File: config.mk
export PLATFORM = sky130hd
export DESIGN_NAME = lcd_window_and_pixel_command_framer_core
export DESIGN_NICKNAME = d
export VERILOG_FILES = /design/src/rtl/lcdfr_pkg.sv /design/src/rtl/lcd_window_and_pixel_command_framer_core.sv /design/src/rtl/lcdfr_front.sv /design/src/rtl/lcdfr_queue.sv /design/src/rtl/lcdfr_back.sv
export SDC_FILE = /design/constraint.sdc
export NUM_CORES = 1
export LEC_CHECK = 0
export BUFFER_PORTS_ARGS = -buffer_cell sky130_fd_sc_hd__buf_4
export CAP_MARGIN = 20
export CORE_UTILIZATION = 41
export CTS_CLUSTER_DIAMETER = 200
export DETAILED_ROUTE_END_ITERATION = 6
export HOLD_SLACK_MARGIN = 0.12
export PLACE_DENSITY = 0.7
export REMOVE_ABC_BUFFERS = 1
export SYNTH_ARGS = -nofsm -noshare
export SYNTH_HDL_FRONTEND = slang
export SYNTH_SLANG_ARGS = --single-unit
File: constraint.sdc
create_clock -name i_clk -period 8 [get_ports i_clk]
set_clock_uncertainty 0.1 [all_clocks]
set_input_delay 0.8 -clock i_clk [delete_from_list [all_inputs] [get_ports i_clk]]
set_output_delay 0.8 -clock i_clk [all_outputs]
set_load 0.02 [all_outputs]
File: src/rtl/lcdfr_pkg.sv
`timescale 1ns / 1ps
// ----------------------------------------------------------------------------
// lcdfr_pkg
// Shared types and constants for the display window and pixel framer.
// ----------------------------------------------------------------------------
package lcdfr_pkg;

    // request mode
    typedef enum logic {
        MODE_WINDOW = 1'b0,
        MODE_PIXEL  = 1'b1
    } t_mode;

    // configuration register indexes
    localparam logic [1:0] CFG_PANEL_WIDTH   = 2'd0;
    localparam logic [1:0] CFG_PANEL_HEIGHT  = 2'd1;
    localparam logic [1:0] CFG_COLUMN_OFFSET = 2'd2;
    localparam logic [1:0] CFG_ROW_OFFSET    = 2'd3;

    localparam int CFG_ADDR_W = 2;
    localparam int CFG_DATA_W = 11;
    localparam int SIZE_W     = 11;
    localparam int OFFS_W     = 10;
    localparam int COORD_W    = 16;

    // reset values of the registers
    localparam logic [SIZE_W-1:0] PANEL_SIZE_RST = 11'd240;

    // controller commands
    localparam logic [7:0] CMD_COLUMN_SET = 8'h2A;
    localparam logic [7:0] CMD_ROW_SET    = 8'h2B;
    localparam logic [7:0] CMD_MEM_WRITE  = 8'h2C;

    // request queue between front and back
    localparam int QDEPTH  = 2;
    localparam int QPTR_W  = $clog2(QDEPTH);
    localparam int QCNT_W  = $clog2(QDEPTH + 1);

    // classified request after the first front stage
    typedef struct packed {
        t_mode              mode;
        logic               start_ok;
        logic [COORD_W-1:0] col0;
        logic [COORD_W-1:0] col1;
        logic [COORD_W-1:0] row0;
        logic [COORD_W-1:0] row1;
        logic [15:0]        pixel;
        logic               burst_end;
    } t_pre;

    // request ready to be sent, as held in the queue
    typedef struct packed {
        t_mode              mode;
        logic [COORD_W-1:0] col0;
        logic [COORD_W-1:0] col1;
        logic [COORD_W-1:0] row0;
        logic [COORD_W-1:0] row1;
        logic [15:0]        pixel;
        logic               burst_end;
    } t_cmd;

    // queue status seen by the front
    typedef struct packed {
        logic full;
    } t_q_wstat;

    // queue head status seen by the back
    typedef struct packed {
        logic valid;
    } t_q_rstat;

endpackage

File: src/rtl/lcd_window_and_pixel_command_framer_core.sv
`timescale 1ns / 1ps
// ----------------------------------------------------------------------------
// lcd_window_and_pixel_command_framer_core
// Display request framer: window and pixel requests in, tagged bus words out.
// ----------------------------------------------------------------------------
// a request's first word passes the front stage register, the queue and the output word register
//   before it shows on the result ports; a pixel is two words and a window eleven, emitted by
//   the back end one word a cycle while words are popped; a rejected window leaves with no word
// a request may be pushed every cycle while the 2-entry queue has room
// reset: synchronous, active low; clears front stage, queue and output word valid, loads register
//   reset values (panel 240 x 240, zero offsets)
module lcd_window_and_pixel_command_framer_core (
    input  logic                             i_clk,
    input  logic                             i_rst_n,
    // configuration
    input  logic                             i_cfg_we,
    input  logic [lcdfr_pkg::CFG_ADDR_W-1:0] i_cfg_addr,
    input  logic [lcdfr_pkg::CFG_DATA_W-1:0] i_cfg_wdata,
    // requests
    input  logic                             push,
    output logic                             full,
    input  logic                             i_mode,
    input  logic [15:0]                      i_start_col,
    input  logic [15:0]                      i_start_row,
    input  logic [15:0]                      i_end_col,
    input  logic [15:0]                      i_end_row,
    input  logic [15:0]                      i_pixel,
    input  logic                             i_burst_end,
    // bus words
    output logic                             empty,
    input  logic                             pop,
    output logic [7:0]                       o_bus_byte,
    output logic                             o_is_data,
    output logic                             o_release_select,
    output logic                             o_last
);

    logic                w_q_wr;
    lcdfr_pkg::t_cmd     w_q_wdata;
    lcdfr_pkg::t_q_wstat w_q_wstat;
    logic                w_q_rd;
    lcdfr_pkg::t_cmd     w_q_head;
    lcdfr_pkg::t_q_rstat w_q_rstat;

    // request checking and offsets
    lcdfr_front u_front (
        .i_clk       (i_clk),
        .i_rst_n     (i_rst_n),
        .i_cfg_we    (i_cfg_we),
        .i_cfg_addr  (i_cfg_addr),
        .i_cfg_wdata (i_cfg_wdata),
        .i_push      (push),
        .o_full      (full),
        .i_mode      (i_mode),
        .i_start_col (i_start_col),
        .i_start_row (i_start_row),
        .i_end_col   (i_end_col),
        .i_end_row   (i_end_row),
        .i_pixel     (i_pixel),
        .i_burst_end (i_burst_end),
        .o_q_wr      (w_q_wr),
        .o_q_wdata   (w_q_wdata),
        .i_q_wstat   (w_q_wstat)
    );

    // request queue
    lcdfr_queue u_queue (
        .i_clk   (i_clk),
        .i_rst_n (i_rst_n),
        .i_wr    (w_q_wr),
        .i_wdata (w_q_wdata),
        .o_wstat (w_q_wstat),
        .i_rd    (w_q_rd),
        .o_rdata (w_q_head),
        .o_rstat (w_q_rstat)
    );

    // word sequencer
    lcdfr_back u_back (
        .i_clk            (i_clk),
        .i_rst_n          (i_rst_n),
        .i_head           (w_q_head),
        .i_q_rstat        (w_q_rstat),
        .o_q_rd           (w_q_rd),
        .o_empty          (empty),
        .i_pop            (pop),
        .o_bus_byte       (o_bus_byte),
        .o_is_data        (o_is_data),
        .o_release_select (o_release_select),
        .o_last           (o_last)
    );

endmodule

File: src/rtl/lcdfr_front.sv
`timescale 1ns / 1ps
// ----------------------------------------------------------------------------
// lcdfr_front
// Accepts requests, holds the configuration, checks and clamps windows and
// adds the memory offsets before handing requests to the queue.
// ----------------------------------------------------------------------------
module lcdfr_front (
    input  logic                              i_clk,
    input  logic                              i_rst_n,
    // configuration
    input  logic                              i_cfg_we,
    input  logic [lcdfr_pkg::CFG_ADDR_W-1:0]  i_cfg_addr,
    input  logic [lcdfr_pkg::CFG_DATA_W-1:0]  i_cfg_wdata,
    // request side
    input  logic                              i_push,
    output logic                              o_full,
    input  logic                              i_mode,
    input  logic [15:0]                       i_start_col,
    input  logic [15:0]                       i_start_row,
    input  logic [15:0]                       i_end_col,
    input  logic [15:0]                       i_end_row,
    input  logic [15:0]                       i_pixel,
    input  logic                              i_burst_end,
    // queue write side
    output logic                              o_q_wr,
    output lcdfr_pkg::t_cmd                   o_q_wdata,
    input  lcdfr_pkg::t_q_wstat               i_q_wstat
);

    logic [lcdfr_pkg::SIZE_W-1:0] r_panel_width;
    logic [lcdfr_pkg::SIZE_W-1:0] r_panel_height;
    logic [lcdfr_pkg::OFFS_W-1:0] r_column_offset;
    logic [lcdfr_pkg::OFFS_W-1:0] r_row_offset;

    lcdfr_pkg::t_pre r_pre;
    lcdfr_pkg::t_pre n_pre;
    logic            r_pv;

    logic [lcdfr_pkg::COORD_W-1:0] w_width_ext;
    logic [lcdfr_pkg::COORD_W-1:0] w_height_ext;
    logic                          w_accept;
    logic                          w_drop;
    logic                          w_leave;

    // configuration registers
    always_ff @(posedge i_clk) begin
        if (!i_rst_n) begin
            r_panel_width   <= lcdfr_pkg::PANEL_SIZE_RST;
            r_panel_height  <= lcdfr_pkg::PANEL_SIZE_RST;
            r_column_offset <= '0;
            r_row_offset    <= '0;
        end else if (i_cfg_we) begin
            unique case (i_cfg_addr)
                lcdfr_pkg::CFG_PANEL_WIDTH:   r_panel_width   <= i_cfg_wdata;
                lcdfr_pkg::CFG_PANEL_HEIGHT:  r_panel_height  <= i_cfg_wdata;
                lcdfr_pkg::CFG_COLUMN_OFFSET:
                    r_column_offset <= i_cfg_wdata[lcdfr_pkg::OFFS_W-1:0];
                lcdfr_pkg::CFG_ROW_OFFSET:
                    r_row_offset <= i_cfg_wdata[lcdfr_pkg::OFFS_W-1:0];
                default: ;
            endcase
        end
    end

    assign w_width_ext  = {{(lcdfr_pkg::COORD_W-lcdfr_pkg::SIZE_W){1'b0}}, r_panel_width};
    assign w_height_ext = {{(lcdfr_pkg::COORD_W-lcdfr_pkg::SIZE_W){1'b0}}, r_panel_height};

    // first stage: start corner check and end clamp
    always_comb begin
        n_pre.mode      = lcdfr_pkg::t_mode'(i_mode);
        n_pre.start_ok  = (i_start_col < w_width_ext) && (i_start_row < w_height_ext);
        n_pre.col0      = i_start_col;
        n_pre.row0      = i_start_row;
        n_pre.col1      = (i_end_col >= w_width_ext) ? (w_width_ext - 16'd1) : i_end_col;
        n_pre.row1      = (i_end_row >= w_height_ext) ? (w_height_ext - 16'd1) : i_end_row;
        n_pre.pixel     = i_pixel;
        n_pre.burst_end = i_burst_end;
    end

    // second stage: inverted window check and offsets
    assign w_drop = (r_pre.mode == lcdfr_pkg::MODE_WINDOW) &&
                    (!r_pre.start_ok || (r_pre.col1 < r_pre.col0) ||
                     (r_pre.row1 < r_pre.row0));
    assign o_q_wr  = r_pv && !w_drop && !i_q_wstat.full;
    assign w_leave = r_pv && (w_drop || !i_q_wstat.full);
    assign o_full  = r_pv && !w_leave;
    assign w_accept = i_push && !o_full;

    always_comb begin
        o_q_wdata.mode      = r_pre.mode;
        o_q_wdata.col0      = r_pre.col0 +
                              {{(lcdfr_pkg::COORD_W-lcdfr_pkg::OFFS_W){1'b0}}, r_column_offset};
        o_q_wdata.col1      = r_pre.col1 +
                              {{(lcdfr_pkg::COORD_W-lcdfr_pkg::OFFS_W){1'b0}}, r_column_offset};
        o_q_wdata.row0      = r_pre.row0 +
                              {{(lcdfr_pkg::COORD_W-lcdfr_pkg::OFFS_W){1'b0}}, r_row_offset};
        o_q_wdata.row1      = r_pre.row1 +
                              {{(lcdfr_pkg::COORD_W-lcdfr_pkg::OFFS_W){1'b0}}, r_row_offset};
        o_q_wdata.pixel     = r_pre.pixel;
        o_q_wdata.burst_end = r_pre.burst_end;
    end

    // stage valid
    always_ff @(posedge i_clk) begin
        if (!i_rst_n) begin
            r_pv <= 1'b0;
        end else if (w_accept) begin
            r_pv <= 1'b1;
        end else if (w_leave) begin
            r_pv <= 1'b0;
        end
    end

    // stage payload
    always_ff @(posedge i_clk) begin
        if (w_accept) begin
            r_pre <= n_pre;
        end
    end

endmodule

File: src/rtl/lcdfr_queue.sv
`timescale 1ns / 1ps
// ----------------------------------------------------------------------------
// lcdfr_queue
// Short request queue between front and back.
// ----------------------------------------------------------------------------
module lcdfr_queue (
    input  logic                i_clk,
    input  logic                i_rst_n,
    input  logic                i_wr,
    input  lcdfr_pkg::t_cmd     i_wdata,
    output lcdfr_pkg::t_q_wstat o_wstat,
    input  logic                i_rd,
    output lcdfr_pkg::t_cmd     o_rdata,
    output lcdfr_pkg::t_q_rstat o_rstat
);

    lcdfr_pkg::t_cmd               r_mem [lcdfr_pkg::QDEPTH];
    logic [lcdfr_pkg::QPTR_W-1:0]  r_wp;
    logic [lcdfr_pkg::QPTR_W-1:0]  r_rp;
    logic [lcdfr_pkg::QCNT_W-1:0]  r_cnt;
    logic                          w_wr;
    logic                          w_rd;

    assign w_wr = i_wr && (r_cnt != lcdfr_pkg::QCNT_W'(lcdfr_pkg::QDEPTH));
    assign w_rd = i_rd && (r_cnt != '0);

    assign o_wstat.full  = (r_cnt == lcdfr_pkg::QCNT_W'(lcdfr_pkg::QDEPTH));
    assign o_rstat.valid = (r_cnt != '0);
    assign o_rdata       = r_mem[r_rp];

    // storage
    always_ff @(posedge i_clk) begin
        if (w_wr) begin
            r_mem[r_wp] <= i_wdata;
        end
    end

    // pointers and fill count
    always_ff @(posedge i_clk) begin
        if (!i_rst_n) begin
            r_wp  <= '0;
            r_rp  <= '0;
            r_cnt <= '0;
        end else begin
            if (w_wr) begin
                r_wp <= (r_wp == lcdfr_pkg::QPTR_W'(lcdfr_pkg::QDEPTH - 1)) ? '0 : r_wp + 1'b1;
            end
            if (w_rd) begin
                r_rp <= (r_rp == lcdfr_pkg::QPTR_W'(lcdfr_pkg::QDEPTH - 1)) ? '0 : r_rp + 1'b1;
            end
            case ({w_wr, w_rd})
                2'b10:   r_cnt <= r_cnt + 1'b1;
                2'b01:   r_cnt <= r_cnt - 1'b1;
                default: r_cnt <= r_cnt;
            endcase
        end
    end

endmodule

File: src/rtl/lcdfr_back.sv
`timescale 1ns / 1ps
// ----------------------------------------------------------------------------
// lcdfr_back
// Walks the queue head byte by byte into the output word register.
// ----------------------------------------------------------------------------
module lcdfr_back (
    input  logic                i_clk,
    input  logic                i_rst_n,
    // queue read side
    input  lcdfr_pkg::t_cmd     i_head,
    input  lcdfr_pkg::t_q_rstat i_q_rstat,
    output logic                o_q_rd,
    // result side
    output logic                o_empty,
    input  logic                i_pop,
    output logic [7:0]          o_bus_byte,
    output logic                o_is_data,
    output logic                o_release_select,
    output logic                o_last
);

    localparam int IDX_W = 4;

    // byte positions of the window sequence
    localparam logic [IDX_W-1:0] IDX_COL_CMD = 4'd0;
    localparam logic [IDX_W-1:0] IDX_COL0_HI = 4'd1;
    localparam logic [IDX_W-1:0] IDX_COL0_LO = 4'd2;
    localparam logic [IDX_W-1:0] IDX_COL1_HI = 4'd3;
    localparam logic [IDX_W-1:0] IDX_COL1_LO = 4'd4;
    localparam logic [IDX_W-1:0] IDX_ROW_CMD = 4'd5;
    localparam logic [IDX_W-1:0] IDX_ROW0_HI = 4'd6;
    localparam logic [IDX_W-1:0] IDX_ROW0_LO = 4'd7;
    localparam logic [IDX_W-1:0] IDX_ROW1_HI = 4'd8;
    localparam logic [IDX_W-1:0] IDX_ROW1_LO = 4'd9;
    localparam logic [IDX_W-1:0] IDX_MEM_CMD = 4'd10;
    // byte positions of a pixel
    localparam logic [IDX_W-1:0] IDX_PIX_HI  = 4'd0;
    localparam logic [IDX_W-1:0] IDX_PIX_LO  = 4'd1;

    logic [IDX_W-1:0] r_idx;
    logic             r_ov;
    logic [7:0]       r_byte;
    logic             r_data;
    logic             r_rel;
    logic             r_last;

    logic [7:0]       w_byte;
    logic             w_data;
    logic             w_rel;
    logic             w_last;
    logic             w_load;

    // byte select for the current position
    always_comb begin
        w_byte = 8'h00;
        w_data = 1'b1;
        w_rel  = 1'b1;
        w_last = 1'b0;
        if (i_head.mode == lcdfr_pkg::MODE_PIXEL) begin
            if (r_idx == IDX_PIX_HI) begin
                w_byte = i_head.pixel[15:8];
                w_rel  = 1'b0;
            end
            if (r_idx == IDX_PIX_LO) begin
                w_byte = i_head.pixel[7:0];
                w_rel  = i_head.burst_end;
                w_last = 1'b1;
            end
        end else begin
            unique case (r_idx)
                IDX_COL_CMD: begin
                    w_byte = lcdfr_pkg::CMD_COLUMN_SET;
                    w_data = 1'b0;
                end
                IDX_COL0_HI: w_byte = i_head.col0[15:8];
                IDX_COL0_LO: w_byte = i_head.col0[7:0];
                IDX_COL1_HI: w_byte = i_head.col1[15:8];
                IDX_COL1_LO: w_byte = i_head.col1[7:0];
                IDX_ROW_CMD: begin
                    w_byte = lcdfr_pkg::CMD_ROW_SET;
                    w_data = 1'b0;
                end
                IDX_ROW0_HI: w_byte = i_head.row0[15:8];
                IDX_ROW0_LO: w_byte = i_head.row0[7:0];
                IDX_ROW1_HI: w_byte = i_head.row1[15:8];
                IDX_ROW1_LO: w_byte = i_head.row1[7:0];
                IDX_MEM_CMD: begin
                    w_byte = lcdfr_pkg::CMD_MEM_WRITE;
                    w_data = 1'b0;
                    w_last = 1'b1;
                end
                default: begin
                    w_byte = 8'h00;
                end
            endcase
        end
    end

    assign w_load  = i_q_rstat.valid && (!r_ov || i_pop);
    assign o_q_rd  = w_load && w_last;
    assign o_empty = !r_ov;

    // position counter and output word valid
    always_ff @(posedge i_clk) begin
        if (!i_rst_n) begin
            r_idx <= '0;
            r_ov  <= 1'b0;
        end else begin
            if (w_load) begin
                r_idx <= w_last ? '0 : r_idx + 1'b1;
                r_ov  <= 1'b1;
            end else if (i_pop) begin
                r_ov  <= 1'b0;
            end
        end
    end

    // output word payload
    always_ff @(posedge i_clk) begin
        if (w_load) begin
            r_byte <= w_byte;
            r_data <= w_data;
            r_rel  <= w_rel;
            r_last <= w_last;
        end
    end

    assign o_bus_byte       = r_byte;
    assign o_is_data        = r_data;
    assign o_release_select = r_rel;
    assign o_last           = r_last;

endmodule

* Word level (Yosys, flattened, before mapping) *
Memories as Yosys holds them, arrays and structs flattened. A register that Yosys moved wholly into a read port is not among the register bits.
Index checks and enable logic that the tools add are counted.

word-level totals
  output and inout bits = 13
  bits of input ports = 100
  memories = 1
  flip-flop bits (word level) = 146
  logic and storage cells = 114
  bits in writable memories = 164

cells by class
  $lt $le $gt $ge = 6
  equality and inequality tests = 17
  add/sub/neg operators = 11
  reduce and logical (&&, ||, !) cells = 32
  multiplexer cells = 24
  bitwise logic cells = 1

memory list
  name           depth  bits a word  rd ports  clocked after Yosys merged registers in  wr ports  RTL line           RTL
  u_queue.r_mem  2      82           1         1                                        1         lcdfr_queue.sv:17  lcdfr_pkg::t_cmd r_mem [lcdfr_pkg::QDEPTH];

operator list
  kind                                                  count
  case mux 8 bit (11 select lines)                      1
  adder 16 x 10 -> 16 bit                               4
  >= comparator 16 x 11 -> 1 bit                        2
  < comparator 16 x 11 -> 1 bit                         2
  < comparator 16 bit                                   2
  2-to-1 mux 16 bit                                     2
  2-to-1 mux 8 bit                                      3
  subtractor 11 x 1 -> 12 bit (second input constant)   2
  equality test 4 x 3 -> 1 bit (second input constant)  4
  2-to-1 mux 1 bit                                      16
  equality test 4 bit (second input constant)           3
  logical AND 1 bit                                     11
  equality test 2 bit (second input constant)           4
  equality test 4 x 2 -> 1 bit (second input constant)  2
  AND reduction 2 bit                                   4
  nonzero test 2 bit                                    4
  logical NOT 1 bit                                     6
  adder 4 x 1 -> 4 bit (second input constant)          1
  equality test 2 x 1 -> 1 bit (second input constant)  2
  equality test 4 x 1 -> 1 bit (second input constant)  1
  logical NOT 4 bit                                     1
  logical OR 1 bit                                      4
  2-to-1 mux 4 bit                                      1
  case mux 2 bit (2 select lines)                       1
  other kinds (7)                                       8

* Depth between registers and ports, before layout *
  word-level depth = 11
  mapped depth = 12
  gate-level depth less buffers = 12

* By module *
Synthesis repeated with hierarchy kept, for this count alone.

unflattened totals
  cells, all modules = 1369
  area total of the unflattened synthesis = 16464.5 um2

by module, submodules not included
  module       instances  area an instance (um2)  cells an instance  sequential area each (um2)
  lcdfr_front  1          8826.0                  923                3353.2
  lcdfr_queue  1          6132.1                  281                5024.8
  lcdfr_back   1          1506.4                  165                430.4

* Worst setup path after synthesis *
Ideal clock, no wire load.

  path type = register to register
  start point = register u_front.r_pre[63] in the netlist's numbering
  end point = memory u_queue.r_mem[1][0] in the netlist's numbering (enable)
  library setup time = 0.640 ns
  path slack = -0.331 ns
  period minus slack after synthesis = 8.331 ns
  buffers on the path = 0
  data required time = 7.260 ns
  cell stages (with the launch flop) = 8
  arrival = 7.591 ns
  cells stage by stage = edfxtp_1 > ha_1 > nand4_1 > nor3_1 > o311ai_0 > a31o_2 > o21a_1 > nor3b_1

between the ends
  word-level cells in the longest chain between the ends = 10

ends and longest elaborated chain
  item                                    RTL line            RTL
  from (decl)                             lcdfr_front.sv:35   lcdfr_pkg::t_pre r_pre;
  from (signal assigned)                  lcdfr_front.sv:117  r_pre <= n_pre;
  < comparator 16 bit                     lcdfr_front.sv:82   (!r_pre.start_ok || (r_pre.col1 < r_pre.col0) ||
  logical OR 1 bit (2 in a row)           lcdfr_front.sv:82
  logical AND 1 bit                       lcdfr_front.sv:81   assign w_drop = (r_pre.mode == lcdfr_pkg::MODE_WINDOW) &&
  logical NOT 1 bit                       lcdfr_front.sv:84   assign o_q_wr = r_pv && !w_drop && !i_q_wstat.full;
  logical AND 1 bit (2 in a row)          lcdfr_front.sv:84
  logical AND 1 bit                       lcdfr_queue.sv:24   assign w_wr = i_wr && (r_cnt != lcdfr_pkg::QCNT_W'(lcdfr_pkg::QDEPTH));
  2-to-1 mux 1 bit                        lcdfr_queue.sv:33   if (w_wr) begin
  2-to-1 mux 1 bit (not written as such)  lcdfr_queue.sv:34   r_mem[r_wp] <= i_wdata;
  to (decl)                               lcdfr_queue.sv:17

Every way passes these cells.

* Worst setup path after layout *
  start point = register u_front.r_pre[75] in the netlist's numbering
  end point = output port full

between the ends
  word-level cells in the longest chain between the ends = 8

ends and longest elaborated chain
  item                           RTL line                                        RTL
  < comparator 16 bit            lcdfr_front.sv:82
  logical OR 1 bit (2 in a row)  lcdfr_front.sv:82
  logical AND 1 bit              lcdfr_front.sv:81
  logical OR 1 bit               lcdfr_front.sv:85                               assign w_leave = r_pv && (w_drop || !i_q_wstat.full);
  logical AND 1 bit              lcdfr_front.sv:85
  logical NOT 1 bit              lcdfr_front.sv:86                               assign o_full = r_pv && !w_leave;
  logical AND 1 bit              lcdfr_front.sv:86
  to (decl)                      lcd_window_and_pixel_command_framer_core.sv:21  output logic full,

Every way passes these cells.

==> results by group <==
Status
  • Status: finished clean

STA
  • Setup Total Neg Slack: 0 ns
  • Minimum clock period after layout: 4.18 ns
  • Ratio of final minimum period to clock period: 52.2%
  • Final hold slack: 0.345 ns
  • Final hold violation count: 0
  • Worst-margin pin slew: 1.07 ns
  • Final Max Slew Viols: 0
  • RSZ-0062 raised after global routing: no
  • Setup-failing EPs final: 0
  • FMAX: 240 MHz
  • Relative slew slack: 28.5%

Global route
  • Global-route wire length before repair: 57800 µm
  • Antenna violations before repair: 0
  • Largest net degree at the start of global routing: 68
  • GR Util All Layers: 19.2%
  • GR Overflow Total: 0
  • Number of global-route vias before repair: 10516

Place
  • Post-DP Area: 17300 µm²
  • Port Buffers: 112
  • Cells after DPL: 1894
  • Dpl hpwl: 28100 µm
  • GPL Wtd Cong: 0.901

Yosys
  • Register area share after synthesis: 55.5%
  • Commonest cells post-synth: 258 x edfxtp_1, 120 x nand2_1, 119 x ha_1
  • Most frequent cell after synthesis: edfxtp_1
  • Avg Cell Area, Syn: 12.3 µm²
  • Synth area leaders: edfxtp_1 49%, ha_1 9.4%, dfxtp_1 6.7%
  • Yosys warns: 0
  • Post-Syn Area: 15900 µm²
  • Gate Count Post-Synth: 1294
  • Number of synthesized register bits: 311
  • Async set-reset flop share out of synthesis: 0%
  • Synth Flop Type: edfxtp_1
  • Cell variety after synth: 61
  • EDFF count, synth: 258
  • Area leader, netlist: edfxtp_1
  • Top-area cell type share of the netlist area: 48.8%

Die
  • DIE WIDTH: 199 µm
  • Site Rows: 71
  • # IOs: 113
  • Chip Height: 199 µm
  • Total die area: 39500 µm²
  • Effective utilization at floorplan: 41.9%
  • Core area: 37800 µm²

Detailed routing
  • Drt first pass iters: 5
  • WL final: 37300 µm
  • DR vias: 10514
  • Wirelength per Cell: 19.1 µm
  • Total length of routed met2 wires: 16800 µm
  • Initial DRC Count: 610
  • Post-route DRC: 0
  • Metal-1 WL: 17500 µm
  • Post-route ant nets: 0
  • Highest metal used: met4
  • DR vias/cell: 5.36
  • Wire length on met3: 1870 µm

Clocking
  • CTS Sinks: 311
  • CTS Buffer Depth: 3
  • Clock transition at path regs: 0.06 ns
  • Root Buffer: clkbuf_16
  • Post-CTS Setup Bufs: 0
  • CTS Hold Bufs: 0
  • Post-CTS sizing: 0
  • Htree depth: 2
  • CTS tree: yes
  • TritonCTS Buffers: 36
  • Clock Latency Late Sink: 0.52 ns

Final layout
  • Antenna fix cells: 0
  • Fin cells: 1960
  • Post-route cell area: 18400 µm²
  • Share of cells above drive strength 1: 15.0%
  • Final #Nets: 1644
  • Layout Area Growth over Synthesis: 16.2%

Critical path
  • CP bufs+invs: 2
  • Largest stage delay, worst path: 0.55 ns
  • CP Class: reg -> out
  • Critical Path Source Type: flip-flop
  • CP Capture Type: output port
  • Slowest cell on the critical path: o31ai_1
  • Worst reg2reg setup slack: 4.04 ns
  • Crit-path cells: clkinv_1 > ha_1 > nand2_1 > nor3_1 > o311ai_0 > a31o_2 > o31ai_1 > buf_4
  • WP data required: 7.10 ns
  • Peak fanout along the critical path: 7
  • CP delay by family, top: compound AO/OA/AOI/OAI gates
  • Worst Path Arrival: 3.28 ns

Worst hold path
  • Hold crit path type: reg -> reg

Power and ir drop
  • P_leak: 6.81 nW
  • Power per cell area: 210 nW/µm²
  • Worst IR Drop VDD: 0.143 mV

Job
  • Max Cap Violations: 0
-- path summary, 6_finish.rpt --
check,start,to,cells past startpoint
setup reg to reg,u_front.r_pre[18],u_front.r_pre[51],7
setup / recovery,u_front.r_pre[75],full,8
hold reg to reg,u_front.o_q_wdata[13],u_queue.r_mem[0][13],0
hold / removal,u_front.o_q_wdata[13],u_queue.r_mem[0][13],0
-- where the power goes --
part | total [mW] | internal (mW) | switching [mW]
combinational | 0.407 | 0.170 | 0.237
clock | 1.59 | 0.942 | 0.644
sequential | 1.88 | 1.84 | 0.0375
-- metrics by stage --
step                      worst slack (ns)  total power, mW  utilization, %
after global routing                  3.69             4.02            48.7
after detailed placement              4.03             2.32            45.6
after CTS                             3.80             3.91            48.7
final                                 3.82             3.87            48.7
after global placement                4.22             2.31            45.6
after floorplan                     -0.331             2.16               -
-- registers in the layout, indices dropped and copies added, names as in the netlist, 2 cells and up, named ones only --
register	count
u_queue.r_mem	164
u_front.r_pre	65
u_front.o_q_wdata	18
u_front.r_panel_height	11
u_front.r_panel_width	11
u_front.r_column_offset	10
u_front.r_row_offset	10
u_back.o_bus_byte	8
u_back.r_idx	4
u_queue.r_cnt	2
-- final cells by class --
class	instances	area [µm²]
Sequential cell	311	8810
Fill cell	3371	19400
Inverter	85	319
Multi-Input combinational cell	867	6600
Clock buffer	49	1030
Timing Repair Buffer	120	901
Clock inverter	17	131
Tap cell	511	639
-- cell usage in the layout, fill, tap and decap left out, types with 8 or more instances in the layout --
cell	Yosys	routed
edfxtp_1	258	258
nand2_1	120	120
buf_4	3	120
ha_1	119	119
inv_1	83	83
mux2i_1	80	80
xnor2_1	58	58
dfxtp_1	53	52
a21oi_1	41	41
nor2_1	40	40
a21boi_0	39	39
clkbuf_16	0	38
o21ai_0	34	34
o22ai_1	30	30
nor4_1	23	23
a21o_1	21	21
nand3_1	20	20
mux2_2	18	18
o21a_1	18	18
nor3_1	17	16
nand2b_1	15	15
xor2_1	14	14
nor2b_1	13	12
nand4_1	11	11
and2_1	10	10
nor3b_1	10	9
o211ai_1	9	9
or2_2	8	8
or3_1	8	8
-- cells by family after synthesis --
group | count (synthesis) | share of synthesized area [%]
muxes | 101 | 6.61
AOI/OAI and AO/OA | 251 | 10.9
adders and majority gates | 123 | 9.89
buffers and inverters | 116 | 2.96
xor gates and xnor gates | 72 | 3.98
DFF | 311 | 55.5
and+or+nand+nor | 320 | 10.2
-- routing by layer --
| metal | GRT usage, % | vias to the layer above |
|---|---|---|
| li1 | - | 5109 |
| met1 | 26.7 | 5045 |
| met2 | 30.7 | 299 |
| met3 | 2.51 | 61 |
| met4 | 6.92 | 0 |
| met5 | 0 | - |
Power figures use the tool's default switching activity.
